--- src/rtl/zrle_pkg.sv ---
// ----------------------------------------------------------------------------
// zrle_pkg: shared types and constants of the zero run-length encoder
// Byte select codes, run header constant, and the command and status
// structs between the controller and the datapath.
// ----------------------------------------------------------------------------
package zrle_pkg;

  localparam int BYTE_W = 8;
  localparam int CNT_W  = 8;

  localparam logic [1:0] SEL_PRE  = 2'd0;
  localparam logic [1:0] SEL_HDR  = 2'd1;
  localparam logic [1:0] SEL_RAM  = 2'd2;
  localparam logic [1:0] SEL_POST = 2'd3;

  // header of a run of two zeros: 1 - 2 as a byte
  localparam logic [BYTE_W-1:0] RUN2_HDR = 8'hFF;

  typedef struct packed {
    logic              plan_load;
    logic              byte_valid;
    logic [1:0]        byte_sel;
    logic              byte_last;
    logic              rd_en;
    logic [CNT_W-1:0]  rd_idx;
  } zrle_cmd_t;

  typedef struct packed {
    logic              pre_en;
    logic              post_en;
    logic [CNT_W-1:0]  lit_n;
    logic              byte_ready;
  } zrle_sts_t;

endpackage

--- src/rtl/zrle_if.sv ---
// ----------------------------------------------------------------------------
// zrle_if: channel interfaces of the zero run-length encoder
// Input byte channel and packed code group channel, valid/ready handshake.
// ----------------------------------------------------------------------------
interface zrle_in_if;
  logic       valid;
  logic       ready;
  logic [7:0] raw_byte;
  logic       block_last;

  modport source (output valid, raw_byte, block_last, input ready);
  modport sink   (input valid, raw_byte, block_last, output ready);
endinterface

interface zrle_out_if;
  logic       valid;
  logic       ready;
  logic [7:0] code_byte0;
  logic [7:0] code_byte1;
  logic [7:0] code_byte2;
  logic [7:0] code_byte3;
  logic [2:0] byte_count;
  logic       group_last;
  logic       block_end;

  modport source (output valid, code_byte0, code_byte1, code_byte2, code_byte3,
                  byte_count, group_last, block_end, input ready);
  modport sink   (input valid, code_byte0, code_byte1, code_byte2, code_byte3,
                  byte_count, group_last, block_end, output ready);
endinterface

--- src/rtl/zero_run_length_encoder_unit.sv ---
// Flow: an item is taken into the plan registers, then evaluated, then its code bytes go to the
//   packer one per cycle while it is ready; a group leaves through the packer's output register.
// The next item is taken only once the controller is back in idle, after the last code byte of
//   the item, also for an item that emits nothing; output stalls hold the flow.
// Reset: synchronous, active low; clears packet state and handshakes. Literal store
//   contents stay undefined until written; no clearing pass.
// ----------------------------------------------------------------------------
// zero_run_length_encoder_unit: zero run-length encoder, top level
// Codes a byte stream into literal and zero-run packets, packed four code
// bytes to an output group.
// ----------------------------------------------------------------------------
module zero_run_length_encoder_unit #(
  parameter int MAX_LITERAL  = 128,
  parameter int MAX_ZERO_RUN = 129
) (
  input  logic        clk,
  input  logic        rst_n,
  zrle_in_if.sink     in_ch,
  zrle_out_if.source  out_ch
);

  zrle_pkg::zrle_cmd_t cmd;
  zrle_pkg::zrle_sts_t sts;
  logic                in_ready;

  assign in_ch.ready = in_ready;

  zrle_ctrl u_ctrl (
    .clk      (clk),
    .rst_n    (rst_n),
    .in_valid (in_ch.valid),
    .in_ready (in_ready),
    .sts      (sts),
    .cmd      (cmd)
  );

  zrle_dp #(
    .MAX_LITERAL  (MAX_LITERAL),
    .MAX_ZERO_RUN (MAX_ZERO_RUN)
  ) u_dp (
    .clk        (clk),
    .rst_n      (rst_n),
    .raw_byte   (in_ch.raw_byte),
    .block_last (in_ch.block_last),
    .cmd        (cmd),
    .sts        (sts),
    .out_ch     (out_ch)
  );

`ifndef SYNTHESIS
  a_full_groups: assert property (@(posedge clk) disable iff (!rst_n)
    (out_ch.valid && !out_ch.group_last) |-> (out_ch.byte_count == 3'd4))
    else $error("non-final group not full");

  a_end_is_last: assert property (@(posedge clk) disable iff (!rst_n)
    (out_ch.valid && out_ch.block_end) |-> out_ch.group_last)
    else $error("block end on a non-final group");

  a_count_range: assert property (@(posedge clk) disable iff (!rst_n)
    out_ch.valid |-> ((out_ch.byte_count != 3'd0) && (out_ch.byte_count <= 3'd4)))
    else $error("group byte count out of range");

  a_one_item: assert property (@(posedge clk) disable iff (!rst_n)
    cmd.plan_load |=> (!in_ready && !cmd.byte_valid))
    else $error("intake or emit in the cycle after an item is taken");
`endif

endmodule

--- src/rtl/zrle_ram.sv ---
// ----------------------------------------------------------------------------
// zrle_ram: generic single-write, single-read RAM
// One write port, one read port with registered read data that holds
// while no read is issued.
// ----------------------------------------------------------------------------
module zrle_ram #(
  parameter int WIDTH = 8,
  parameter int DEPTH = 128
) (
  input  logic                     clk,
  input  logic                     we,
  input  logic [$clog2(DEPTH)-1:0] waddr,
  input  logic [WIDTH-1:0]         wdata,
  input  logic                     re,
  input  logic [$clog2(DEPTH)-1:0] raddr,
  output logic [WIDTH-1:0]         rdata
);

  logic [WIDTH-1:0] mem [DEPTH];

  always_ff @(posedge clk) begin
    if (we) begin
      mem[waddr] <= wdata;
    end
    if (re) begin
      rdata <= mem[raddr];
    end
  end

endmodule

--- src/rtl/zrle_packer.sv ---
// ----------------------------------------------------------------------------
// zrle_packer: packs code bytes four to a group
// Takes one code byte per cycle while not stalled, closes a group when
// full or on the last byte of an item, and holds it in the output register.
// ----------------------------------------------------------------------------
module zrle_packer (
  input  logic                 clk,
  input  logic                 rst_n,
  input  logic                 byte_valid,
  input  logic [7:0]           byte_data,
  input  logic                 byte_last,
  input  logic                 blk_last,
  output logic                 byte_ready,
  zrle_out_if.source           out_ch
);

  logic [1:0] cnt_r, cnt_nxt;
  logic [7:0] grp_r [4];
  logic [7:0] asm   [4];
  logic [7:0] code_r [4];
  logic [7:0] code_nxt [4];
  logic [2:0] count_r;
  logic       glast_r;
  logic       bend_r;
  logic       out_valid_r, out_valid_nxt;
  logic       take;
  logic       push;

  assign byte_ready = !out_valid_r || out_ch.ready;
  assign take       = byte_valid && byte_ready;
  assign push       = take && ((cnt_r == 2'd3) || byte_last);

  always_comb begin
    asm = grp_r;
    asm[cnt_r] = byte_data;
    for (int k = 0; k < 4; k++) begin
      code_nxt[k] = (2'(k) <= cnt_r) ? asm[k] : 8'd0;
    end
    cnt_nxt = cnt_r;
    if (take) begin
      cnt_nxt = push ? 2'd0 : cnt_r + 2'd1;
    end
    out_valid_nxt = out_valid_r;
    if (push) begin
      out_valid_nxt = 1'b1;
    end else if (out_ch.ready) begin
      out_valid_nxt = 1'b0;
    end
  end

  always_ff @(posedge clk) begin
    if (!rst_n) begin
      cnt_r       <= 2'd0;
      out_valid_r <= 1'b0;
    end else begin
      cnt_r       <= cnt_nxt;
      out_valid_r <= out_valid_nxt;
    end
  end

  always_ff @(posedge clk) begin
    if (take) begin
      grp_r <= asm;
    end
    if (push) begin
      code_r  <= code_nxt;
      count_r <= {1'b0, cnt_r} + 3'd1;
      glast_r <= byte_last;
      bend_r  <= byte_last && blk_last;
    end
  end

  assign out_ch.valid      = out_valid_r;
  assign out_ch.code_byte0 = code_r[0];
  assign out_ch.code_byte1 = code_r[1];
  assign out_ch.code_byte2 = code_r[2];
  assign out_ch.code_byte3 = code_r[3];
  assign out_ch.byte_count = count_r;
  assign out_ch.group_last = glast_r;
  assign out_ch.block_end  = bend_r;

endmodule

--- src/rtl/zrle_dp.sv ---
// ----------------------------------------------------------------------------
// zrle_dp: datapath of the zero run-length encoder
// Packet state, per-item emit plan, literal store, code byte select and
// group packer.
// ----------------------------------------------------------------------------
module zrle_dp #(
  parameter int MAX_LITERAL  = 128,
  parameter int MAX_ZERO_RUN = 129
) (
  input  logic              clk,
  input  logic              rst_n,
  input  logic [7:0]        raw_byte,
  input  logic              block_last,
  input  zrle_pkg::zrle_cmd_t cmd,
  output zrle_pkg::zrle_sts_t sts,
  zrle_out_if.source        out_ch
);

  localparam int AW = $clog2(MAX_LITERAL);
  localparam int LW = $clog2(MAX_LITERAL + 1);
  localparam int ZW = $clog2(MAX_ZERO_RUN + 1);

  logic [LW-1:0] len_r, len_nxt;
  logic          pwz_r, pwz_nxt;
  logic [ZW-1:0] zrl_r, zrl_nxt;

  logic          pre_en_r, pre_en_nxt;
  logic [7:0]    pre_val_r, pre_val_nxt;
  logic [LW-1:0] lit_n_r, lit_n_nxt;
  logic          post_en_r, post_en_nxt;
  logic          last_r;

  logic          b_zero;
  logic          run_open;
  logic [ZW-1:0] zrl_inc;
  logic [LW-1:0] len_inc;
  logic          drop_zero;
  logic          store_we;
  logic [7:0]    rdata;
  logic [7:0]    byte_data;

  assign b_zero    = (raw_byte == 8'd0);
  assign run_open  = (zrl_r != '0);
  assign zrl_inc   = zrl_r + ZW'(1);
  assign len_inc   = len_r + LW'(1);
  assign drop_zero = !run_open && b_zero && pwz_r && (len_r != '0);
  assign store_we  = cmd.plan_load && !(run_open && b_zero) && !drop_zero;

  always_comb begin
    pre_en_nxt  = 1'b0;
    pre_val_nxt = 8'd1 - 8'(zrl_r);
    lit_n_nxt   = '0;
    post_en_nxt = 1'b0;
    len_nxt     = len_r;
    pwz_nxt     = pwz_r;
    zrl_nxt     = zrl_r;
    if (run_open && b_zero) begin
      pre_en_nxt  = (zrl_inc >= ZW'(MAX_ZERO_RUN)) || block_last;
      pre_val_nxt = 8'd1 - 8'(zrl_inc);
      zrl_nxt     = pre_en_nxt ? '0 : zrl_inc;
    end else if (run_open) begin
      pre_en_nxt = 1'b1;
      zrl_nxt    = '0;
      pwz_nxt    = 1'b0;
      if (block_last) begin
        lit_n_nxt = LW'(1);
        len_nxt   = '0;
      end else begin
        len_nxt = LW'(1);
      end
    end else if (drop_zero) begin
      lit_n_nxt   = len_r - LW'(1);
      len_nxt     = '0;
      pwz_nxt     = 1'b0;
      post_en_nxt = (MAX_ZERO_RUN <= 2) || block_last;
      zrl_nxt     = post_en_nxt ? '0 : ZW'(2);
    end else if ((len_inc >= LW'(MAX_LITERAL)) || block_last) begin
      lit_n_nxt = len_inc;
      len_nxt   = '0;
      pwz_nxt   = 1'b0;
    end else begin
      len_nxt = len_inc;
      pwz_nxt = b_zero;
    end
  end

  always_ff @(posedge clk) begin
    if (!rst_n) begin
      len_r     <= '0;
      pwz_r     <= 1'b0;
      zrl_r     <= '0;
      pre_en_r  <= 1'b0;
      lit_n_r   <= '0;
      post_en_r <= 1'b0;
      last_r    <= 1'b0;
    end else if (cmd.plan_load) begin
      len_r     <= len_nxt;
      pwz_r     <= pwz_nxt;
      zrl_r     <= zrl_nxt;
      pre_en_r  <= pre_en_nxt;
      lit_n_r   <= lit_n_nxt;
      post_en_r <= post_en_nxt;
      last_r    <= block_last;
    end
  end

  always_ff @(posedge clk) begin
    if (cmd.plan_load) begin
      pre_val_r <= pre_val_nxt;
    end
  end

  zrle_ram #(
    .WIDTH (8),
    .DEPTH (MAX_LITERAL)
  ) u_store (
    .clk   (clk),
    .we    (store_we),
    .waddr (AW'(len_r)),
    .wdata (raw_byte),
    .re    (cmd.rd_en),
    .raddr (AW'(cmd.rd_idx)),
    .rdata (rdata)
  );

  always_comb begin
    unique case (cmd.byte_sel)
      zrle_pkg::SEL_PRE:  byte_data = pre_val_r;
      zrle_pkg::SEL_HDR:  byte_data = 8'(lit_n_r - LW'(1));
      zrle_pkg::SEL_RAM:  byte_data = rdata;
      zrle_pkg::SEL_POST: byte_data = zrle_pkg::RUN2_HDR;
      default:            byte_data = rdata;
    endcase
  end

  zrle_packer u_packer (
    .clk        (clk),
    .rst_n      (rst_n),
    .byte_valid (cmd.byte_valid),
    .byte_data  (byte_data),
    .byte_last  (cmd.byte_last),
    .blk_last   (last_r),
    .byte_ready (sts.byte_ready),
    .out_ch     (out_ch)
  );

  assign sts.pre_en  = pre_en_r;
  assign sts.post_en = post_en_r;
  assign sts.lit_n   = zrle_pkg::CNT_W'(lit_n_r);

endmodule

--- src/rtl/zrle_ctrl.sv ---
// ----------------------------------------------------------------------------
// zrle_ctrl: controller of the zero run-length encoder
// Takes one item, then steps through run header, literal header, literal
// bytes and trailing run header, one code byte per cycle while the packer is ready.
// ----------------------------------------------------------------------------
module zrle_ctrl (
  input  logic                clk,
  input  logic                rst_n,
  input  logic                in_valid,
  output logic                in_ready,
  input  zrle_pkg::zrle_sts_t sts,
  output zrle_pkg::zrle_cmd_t cmd
);

  localparam logic [2:0] S_IDLE  = 3'd0;
  localparam logic [2:0] S_EVAL  = 3'd1;
  localparam logic [2:0] S_PRE   = 3'd2;
  localparam logic [2:0] S_LHDR  = 3'd3;
  localparam logic [2:0] S_LDATA = 3'd4;
  localparam logic [2:0] S_POST  = 3'd5;

  logic [2:0]                 state_r, state_nxt;
  logic [zrle_pkg::CNT_W-1:0] idx_r, idx_nxt;
  logic [zrle_pkg::CNT_W-1:0] idx_inc;
  logic                       idx_last;
  logic [2:0]                 after_pre;
  logic [2:0]                 after_lit;

  assign idx_inc   = idx_r + 8'd1;
  assign idx_last  = (idx_inc == sts.lit_n);
  assign after_lit = sts.post_en ? S_POST : S_IDLE;
  assign after_pre = (sts.lit_n != '0) ? S_LHDR : after_lit;

  always_comb begin
    state_nxt      = state_r;
    idx_nxt        = idx_r;
    in_ready       = (state_r == S_IDLE);
    cmd            = '0;
    cmd.plan_load  = in_valid && in_ready;
    cmd.rd_idx     = idx_r;
    unique case (state_r)
      S_IDLE: begin
        if (cmd.plan_load) begin
          state_nxt = S_EVAL;
        end
      end
      S_EVAL: begin
        state_nxt = sts.pre_en ? S_PRE : after_pre;
      end
      S_PRE: begin
        cmd.byte_valid = 1'b1;
        cmd.byte_sel   = zrle_pkg::SEL_PRE;
        cmd.byte_last  = (sts.lit_n == '0) && !sts.post_en;
        if (sts.byte_ready) begin
          state_nxt = after_pre;
        end
      end
      S_LHDR: begin
        cmd.byte_valid = 1'b1;
        cmd.byte_sel   = zrle_pkg::SEL_HDR;
        if (sts.byte_ready) begin
          cmd.rd_en  = 1'b1;
          cmd.rd_idx = '0;
          idx_nxt    = '0;
          state_nxt  = S_LDATA;
        end
      end
      S_LDATA: begin
        cmd.byte_valid = 1'b1;
        cmd.byte_sel   = zrle_pkg::SEL_RAM;
        cmd.byte_last  = idx_last && !sts.post_en;
        if (sts.byte_ready) begin
          if (idx_last) begin
            state_nxt = after_lit;
          end else begin
            cmd.rd_en  = 1'b1;
            cmd.rd_idx = idx_inc;
            idx_nxt    = idx_inc;
          end
        end
      end
      S_POST: begin
        cmd.byte_valid = 1'b1;
        cmd.byte_sel   = zrle_pkg::SEL_POST;
        cmd.byte_last  = 1'b1;
        if (sts.byte_ready) begin
          state_nxt = S_IDLE;
        end
      end
      default: begin
        state_nxt = S_IDLE;
      end
    endcase
  end

  always_ff @(posedge clk) begin
    if (!rst_n) begin
      state_r <= S_IDLE;
      idx_r   <= '0;
    end else begin
      state_r <= state_nxt;
      idx_r   <= idx_nxt;
    end
  end

endmodule

--- src/flat_wrapper.sv ---
// flat-port wrapper written by rule: the top's interface ports become plain ports
module zero_run_length_encoder_unit_flat 
#(
  parameter int MAX_LITERAL  = 128,
  parameter int MAX_ZERO_RUN = 129
)
  (clk, rst_n, in_ch_valid, in_ch_raw_byte, in_ch_block_last, in_ch_ready, out_ch_valid, out_ch_code_byte0, out_ch_code_byte1, out_ch_code_byte2, out_ch_code_byte3, out_ch_byte_count, out_ch_group_last, out_ch_block_end, out_ch_ready);
  zrle_in_if in_ch_i ();
  zrle_out_if out_ch_i ();
  input  logic clk;
  input  logic rst_n;
  input wire logic [$bits(in_ch_i.valid)-1:0] in_ch_valid;
  input wire logic [$bits(in_ch_i.raw_byte)-1:0] in_ch_raw_byte;
  input wire logic [$bits(in_ch_i.block_last)-1:0] in_ch_block_last;
  output wire logic [$bits(in_ch_i.ready)-1:0] in_ch_ready;
  output wire logic [$bits(out_ch_i.valid)-1:0] out_ch_valid;
  output wire logic [$bits(out_ch_i.code_byte0)-1:0] out_ch_code_byte0;
  output wire logic [$bits(out_ch_i.code_byte1)-1:0] out_ch_code_byte1;
  output wire logic [$bits(out_ch_i.code_byte2)-1:0] out_ch_code_byte2;
  output wire logic [$bits(out_ch_i.code_byte3)-1:0] out_ch_code_byte3;
  output wire logic [$bits(out_ch_i.byte_count)-1:0] out_ch_byte_count;
  output wire logic [$bits(out_ch_i.group_last)-1:0] out_ch_group_last;
  output wire logic [$bits(out_ch_i.block_end)-1:0] out_ch_block_end;
  input wire logic [$bits(out_ch_i.ready)-1:0] out_ch_ready;
  assign in_ch_i.valid = in_ch_valid;
  assign in_ch_i.raw_byte = in_ch_raw_byte;
  assign in_ch_i.block_last = in_ch_block_last;
  assign in_ch_ready = in_ch_i.ready;
  assign out_ch_valid = out_ch_i.valid;
  assign out_ch_code_byte0 = out_ch_i.code_byte0;
  assign out_ch_code_byte1 = out_ch_i.code_byte1;
  assign out_ch_code_byte2 = out_ch_i.code_byte2;
  assign out_ch_code_byte3 = out_ch_i.code_byte3;
  assign out_ch_byte_count = out_ch_i.byte_count;
  assign out_ch_group_last = out_ch_i.group_last;
  assign out_ch_block_end = out_ch_i.block_end;
  assign out_ch_i.ready = out_ch_ready;
  zero_run_length_encoder_unit #(.MAX_LITERAL(MAX_LITERAL), .MAX_ZERO_RUN(MAX_ZERO_RUN)) u_core (.clk(clk), .rst_n(rst_n), .in_ch(in_ch_i), .out_ch(out_ch_i));
endmodule
--- config.mk ---
export PLATFORM = sky130hd
export DESIGN_NAME = zero_run_length_encoder_unit_flat
export DESIGN_NICKNAME = d
export VERILOG_FILES = /design/src/rtl/zrle_pkg.sv /design/src/rtl/zrle_if.sv /design/src/rtl/zero_run_length_encoder_unit.sv /design/src/rtl/zrle_ram.sv /design/src/rtl/zrle_packer.sv /design/src/rtl/zrle_dp.sv /design/src/rtl/zrle_ctrl.sv /design/src/flat_wrapper.sv
export SDC_FILE = /design/constraint.sdc
export NUM_CORES = 2
export LEC_CHECK = 0
export ABC_AREA = 1
export BUFFER_PORTS_ARGS = -buffer_cell sky130_fd_sc_hd__buf_4
export CAP_MARGIN = 20
export CORE_UTILIZATION = 30
export CTS_CLUSTER_DIAMETER = 80
export DETAILED_ROUTE_END_ITERATION = 8
export SLEW_MARGIN = 20
export SYNTH_ARGS = -nofsm -noshare
export SYNTH_HDL_FRONTEND = slang
export SYNTH_SLANG_ARGS = --single-unit
export TNS_END_PERCENT = 5
--- constraint.sdc ---
create_clock -name clk -period 3.75 [get_ports clk]
set_clock_uncertainty 0.05 [all_clocks]
set_input_delay 0.1875 -clock clk [delete_from_list [all_inputs] [get_ports clk]]
set_output_delay 0.1875 -clock clk [all_outputs]
set_load 0.02 [all_outputs]
==> results.json <==
{
  "powerDensity_nw_per_um2": 820,
  "n_antenna_cell": 0,
  "numCtsBuffers": 117,
  "max_freq_ghz": 0.273,
  "fin_crit_sh_pct": 97.8,
  "worstPathRequired_ns": 4.19,
  "fin_nets": 4960,
  "start_kind": "flop",
  "grtUsageTotal_pct": 16.0,
  "initial_utilization_pct": 30.2,
  "synth_cells": 4815,
  "dp.cells": 7072,
  "worstMarginPinSlew_ns": 1.16,
  "clockRootBuffer": "clkbuf_16",
  "routed_wl_mm": 151,
  "drv_slew": 0,
  "grt_start_max_net_pins": 129,
  "htreeDepth": 3,
  "cts_tree": "yes",
  "gp_congestion": 0.903,
  "max-vdd-ir-drop_uv": 720,
  "crit_end": "u_core.u_dp.u_store.rdata[3]",
  "syn_avg_cell_area_um2": 10.7,
  "die-area_um2": 174000,
  "dr.pass1.iters": 6,
  "startpoint": "u_core.u_ctrl.idx_r[0]",
  "slew_headroom_pct": 21.4,
  "drt_iter0_markers": 4464,
  "drc": 0,
  "synthesis.nets": 4843,
  "crit_arrival_ns": 4.11,
  "num_vias": 36300,
  "critPathCaptureType": "flop",
  "synth_warnings": 0,
  "hpwl_mm": 84.1,
  "min_period_ns": 3.67,
  "ys_ff_latch": 1143,
  "grt_pass1_wl_mm": 214,
  "fillCellCount": 16700,
  "ys_types": 45,
  "regMostFlops": "u_core.u_dp.u_store.mem",
  "layout-drive-gt1-share_pct": 11.2,
  "final_common_cell": "edfxtp_1",
  "cts.sink_count": 1143,
  "power_leakage_nw": 22.8,
  "ys_seq_area_share_pct": 65.5,
  "largest_register_ffs": 1024,
  "worstHoldPathType": "primary input to flop",
  "post_drt_wl_per_cell_um": 20.5,
  "rsz0062_at_grt": "true",
  "via_per_inst": 4.94,
  "timing.critical_path.mode_cell": "nand3_1",
  "final_cells": 7341,
  "core_um2": 171000,
  "worstSkewPairLatency_ns": 0.74,
  "fp-row-count": 152,
  "rrSetupSlack_ns": 0.08,
  "io_pins": 52,
  "grt_pass1_vias": 33800,
  "grt.overflow.total": 0,
  "status": "complete, no violations",
  "final_antenna_net_count": 0,
  "die_x_um": 417,
  "r2r-end": "u_core.u_dp.u_store.rdata[3]",
  "total_power_mw": 49.8,
  "cpPeakStageDelay_ns": 0.35,
  "clk_path_buf_depth": 3,
  "final-hold-violation-count": 0,
  "most-common-layout-cells": "1101 x edfxtp_1, 1056 x nand3_1, 856 x nand2_1, 614 x inv_1, 385 x nand3b_1",
  "syn_area_um2": 51700,
  "cts.clk_slew.worst_paths_ns": 0.06,
  "setup_violations": 0,
  "critical_path_class": "flop to flop",
  "antenna_found_initial": 0,
  "area_delta_synth_final_pct": 17.4,
  "port_buffers": 51,
  "path_cells": "buf_4, nand2_2, nor2_4, nand3_1, nand2_1, nor2_1, nor2_1, nand3_4, nand3_4, nand3_4, nand2_8, buf_4, buf_8, buf_16, nand2_1, nand3_1, nand3_1, nand3_1, nand3_1, nand3_1, nand2_1, nand2_1, nand2_1",
  "ff2ff_path_depth": 23,
  "slowest_stage": "dfxtp_2",
  "fp.dieH_um": 417,
  "maxCapViolations": 0,
  "reg_top3": "u_core.u_dp.u_store.mem: 1024 flops, u_core.u_dp.u_packer.grp_r: 24 flops",
  "crit_fanout": 22,
  "regToRegStartpoint": "u_core.u_ctrl.idx_r[0]"
}
[final cells by class]
type | instances | area (um2) | share of cell area [%]
Sequential cell | 1143 | 33900 | 55.9
Tap cell | 2310 | 2890 | 4.76
Clock buffer | 142 | 3130 | 5.15
Inverter | 622 | 2340 | 3.85
Timing Repair Buffer | 299 | 3520 | 5.79
Multi-Input combinational cell | 2749 | 14100 | 23.3
Clock inverter | 76 | 798 | 1.31
[cell families (layout without fill, tap and decap cells)]
group / Yosys count / after routing / share of synthesized area [%]
xor+xnor: 19 / 19 / 0.322
buf+inv: 923 / 1139 / 7.83
fa+ha+maj: 15 / 15 / 0.363
mux: 3 / 3 / 0.0653
flops: 1143 / 1143 / 65.5
simple gates: 2588 / 2588 / 24.5
compound gates: 124 / 124 / 1.42
[worst min-delay path by stage]
stage                                                end  slack [ns]               from  depth (start not counted)
after floorplan            u_core.u_dp.u_store.mem[0][0]        0.24  in_ch_raw_byte[0]                          0
after global placement     u_core.u_dp.u_packer.cnt_r[0]        0.42              rst_n                          3
after detailed placement   u_core.u_dp.u_packer.cnt_r[0]        0.42              rst_n                          3
after CTS                 u_core.u_dp.u_store.mem[73][2]        0.01  in_ch_raw_byte[2]                          2
after global routing      u_core.u_dp.u_store.mem[17][0]        0.01  in_ch_raw_byte[0]                          2
final                     u_core.u_dp.u_store.mem[81][2]        0.03  in_ch_raw_byte[2]                          2
[metrics by stage]
stage          setup WS (ns)  hold slack [ns]  util (%)  area [um2]  setup TNS, ns
2_1_floorplan          0.336            0.236         -       51700              0
3_3_place_gp         -0.0734            0.422      32.4       55400         -0.370
3_5_place_dp          0.0333            0.424      32.4       55400              0
4_1_cts              0.00211           0.0149      34.7       59400              0
5_1_grt               -0.112           0.0144      35.4       60700          -2.34
6_report              0.0819           0.0256      35.4       60700              0
[routing by layer]
| layer | part of all wire (%) | global-route usage, % |
|---|---|---|
| met1 | 44 | 22.6 |
| met2 | 47 | 25.7 |
| met3 | 7.5 | 2.47 |
| met4 | 1.9 | 3.51 |
| met5 | 0 | 0 |
[repair_timing]
item | in CTS | in global routing
endpoints found under the hold margin | 30 | 0
cloned | 0 | 26
buffers inserted | 0 | 21
hold buffers | 4 | 0
endpoints found under the setup margin | 1 | 278
pin swaps | 0 | 9
gates resized for setup | 1 | 103
[Yosys cell counts, drive strengths merged]
| library cell | count | share of area [%] |
|---|---|---|
| a21boi | 1 | 0.015 |
| and2 | 1 | 0.012 |
| xnor2 | 1 | 0.017 |
| inv | 620 | 4.5 |
| clkbuf | 39 | 0.28 |
| o21ai | 26 | 0.27 |
| a311oi | 1 | 0.017 |
| nor3 | 11 | 0.11 |
| nor4 | 3 | 0.036 |
| nor2 | 217 | 1.6 |
| o311ai | 3 | 0.051 |
| a211oi | 7 | 0.10 |
| a32oi | 4 | 0.068 |
| nand2 | 865 | 6.3 |
| xor2 | 18 | 0.30 |
| a22oi | 1 | 0.015 |
| nand3b | 385 | 5.6 |
| o31ai | 1 | 0.015 |
| a21oi | 62 | 0.61 |
| buf | 262 | 3.0 |
| a31oi | 4 | 0.048 |
| o22ai | 1 | 0.012 |
| edfxtp | 1101 | 64 |
| a221oi | 2 | 0.034 |
| ha | 15 | 0.36 |
| nand4 | 10 | 0.12 |
| nand3 | 1091 | 11 |
| dfxtp | 42 | 1.6 |
| clkinv | 2 | 0.015 |
| o211ai | 11 | 0.16 |
| mux2 | 3 | 0.065 |
| or2 | 5 | 0.060 |
[power by group]
part	switching [mW]	leakage, nW	internal, mW
Combinational	15.3	10.6	7.60
Sequential	0.244	10.3	14.7
Clock	5.03	1.91	7.01
[critical path: cells and delay by family (launching register included)]
kind	cells	cell delay (ns)
DFF	1	0.35
buffers and inverters	4	0.65
and+or+nand+nor	19	2.33
(Power assumes the default switching activity.)
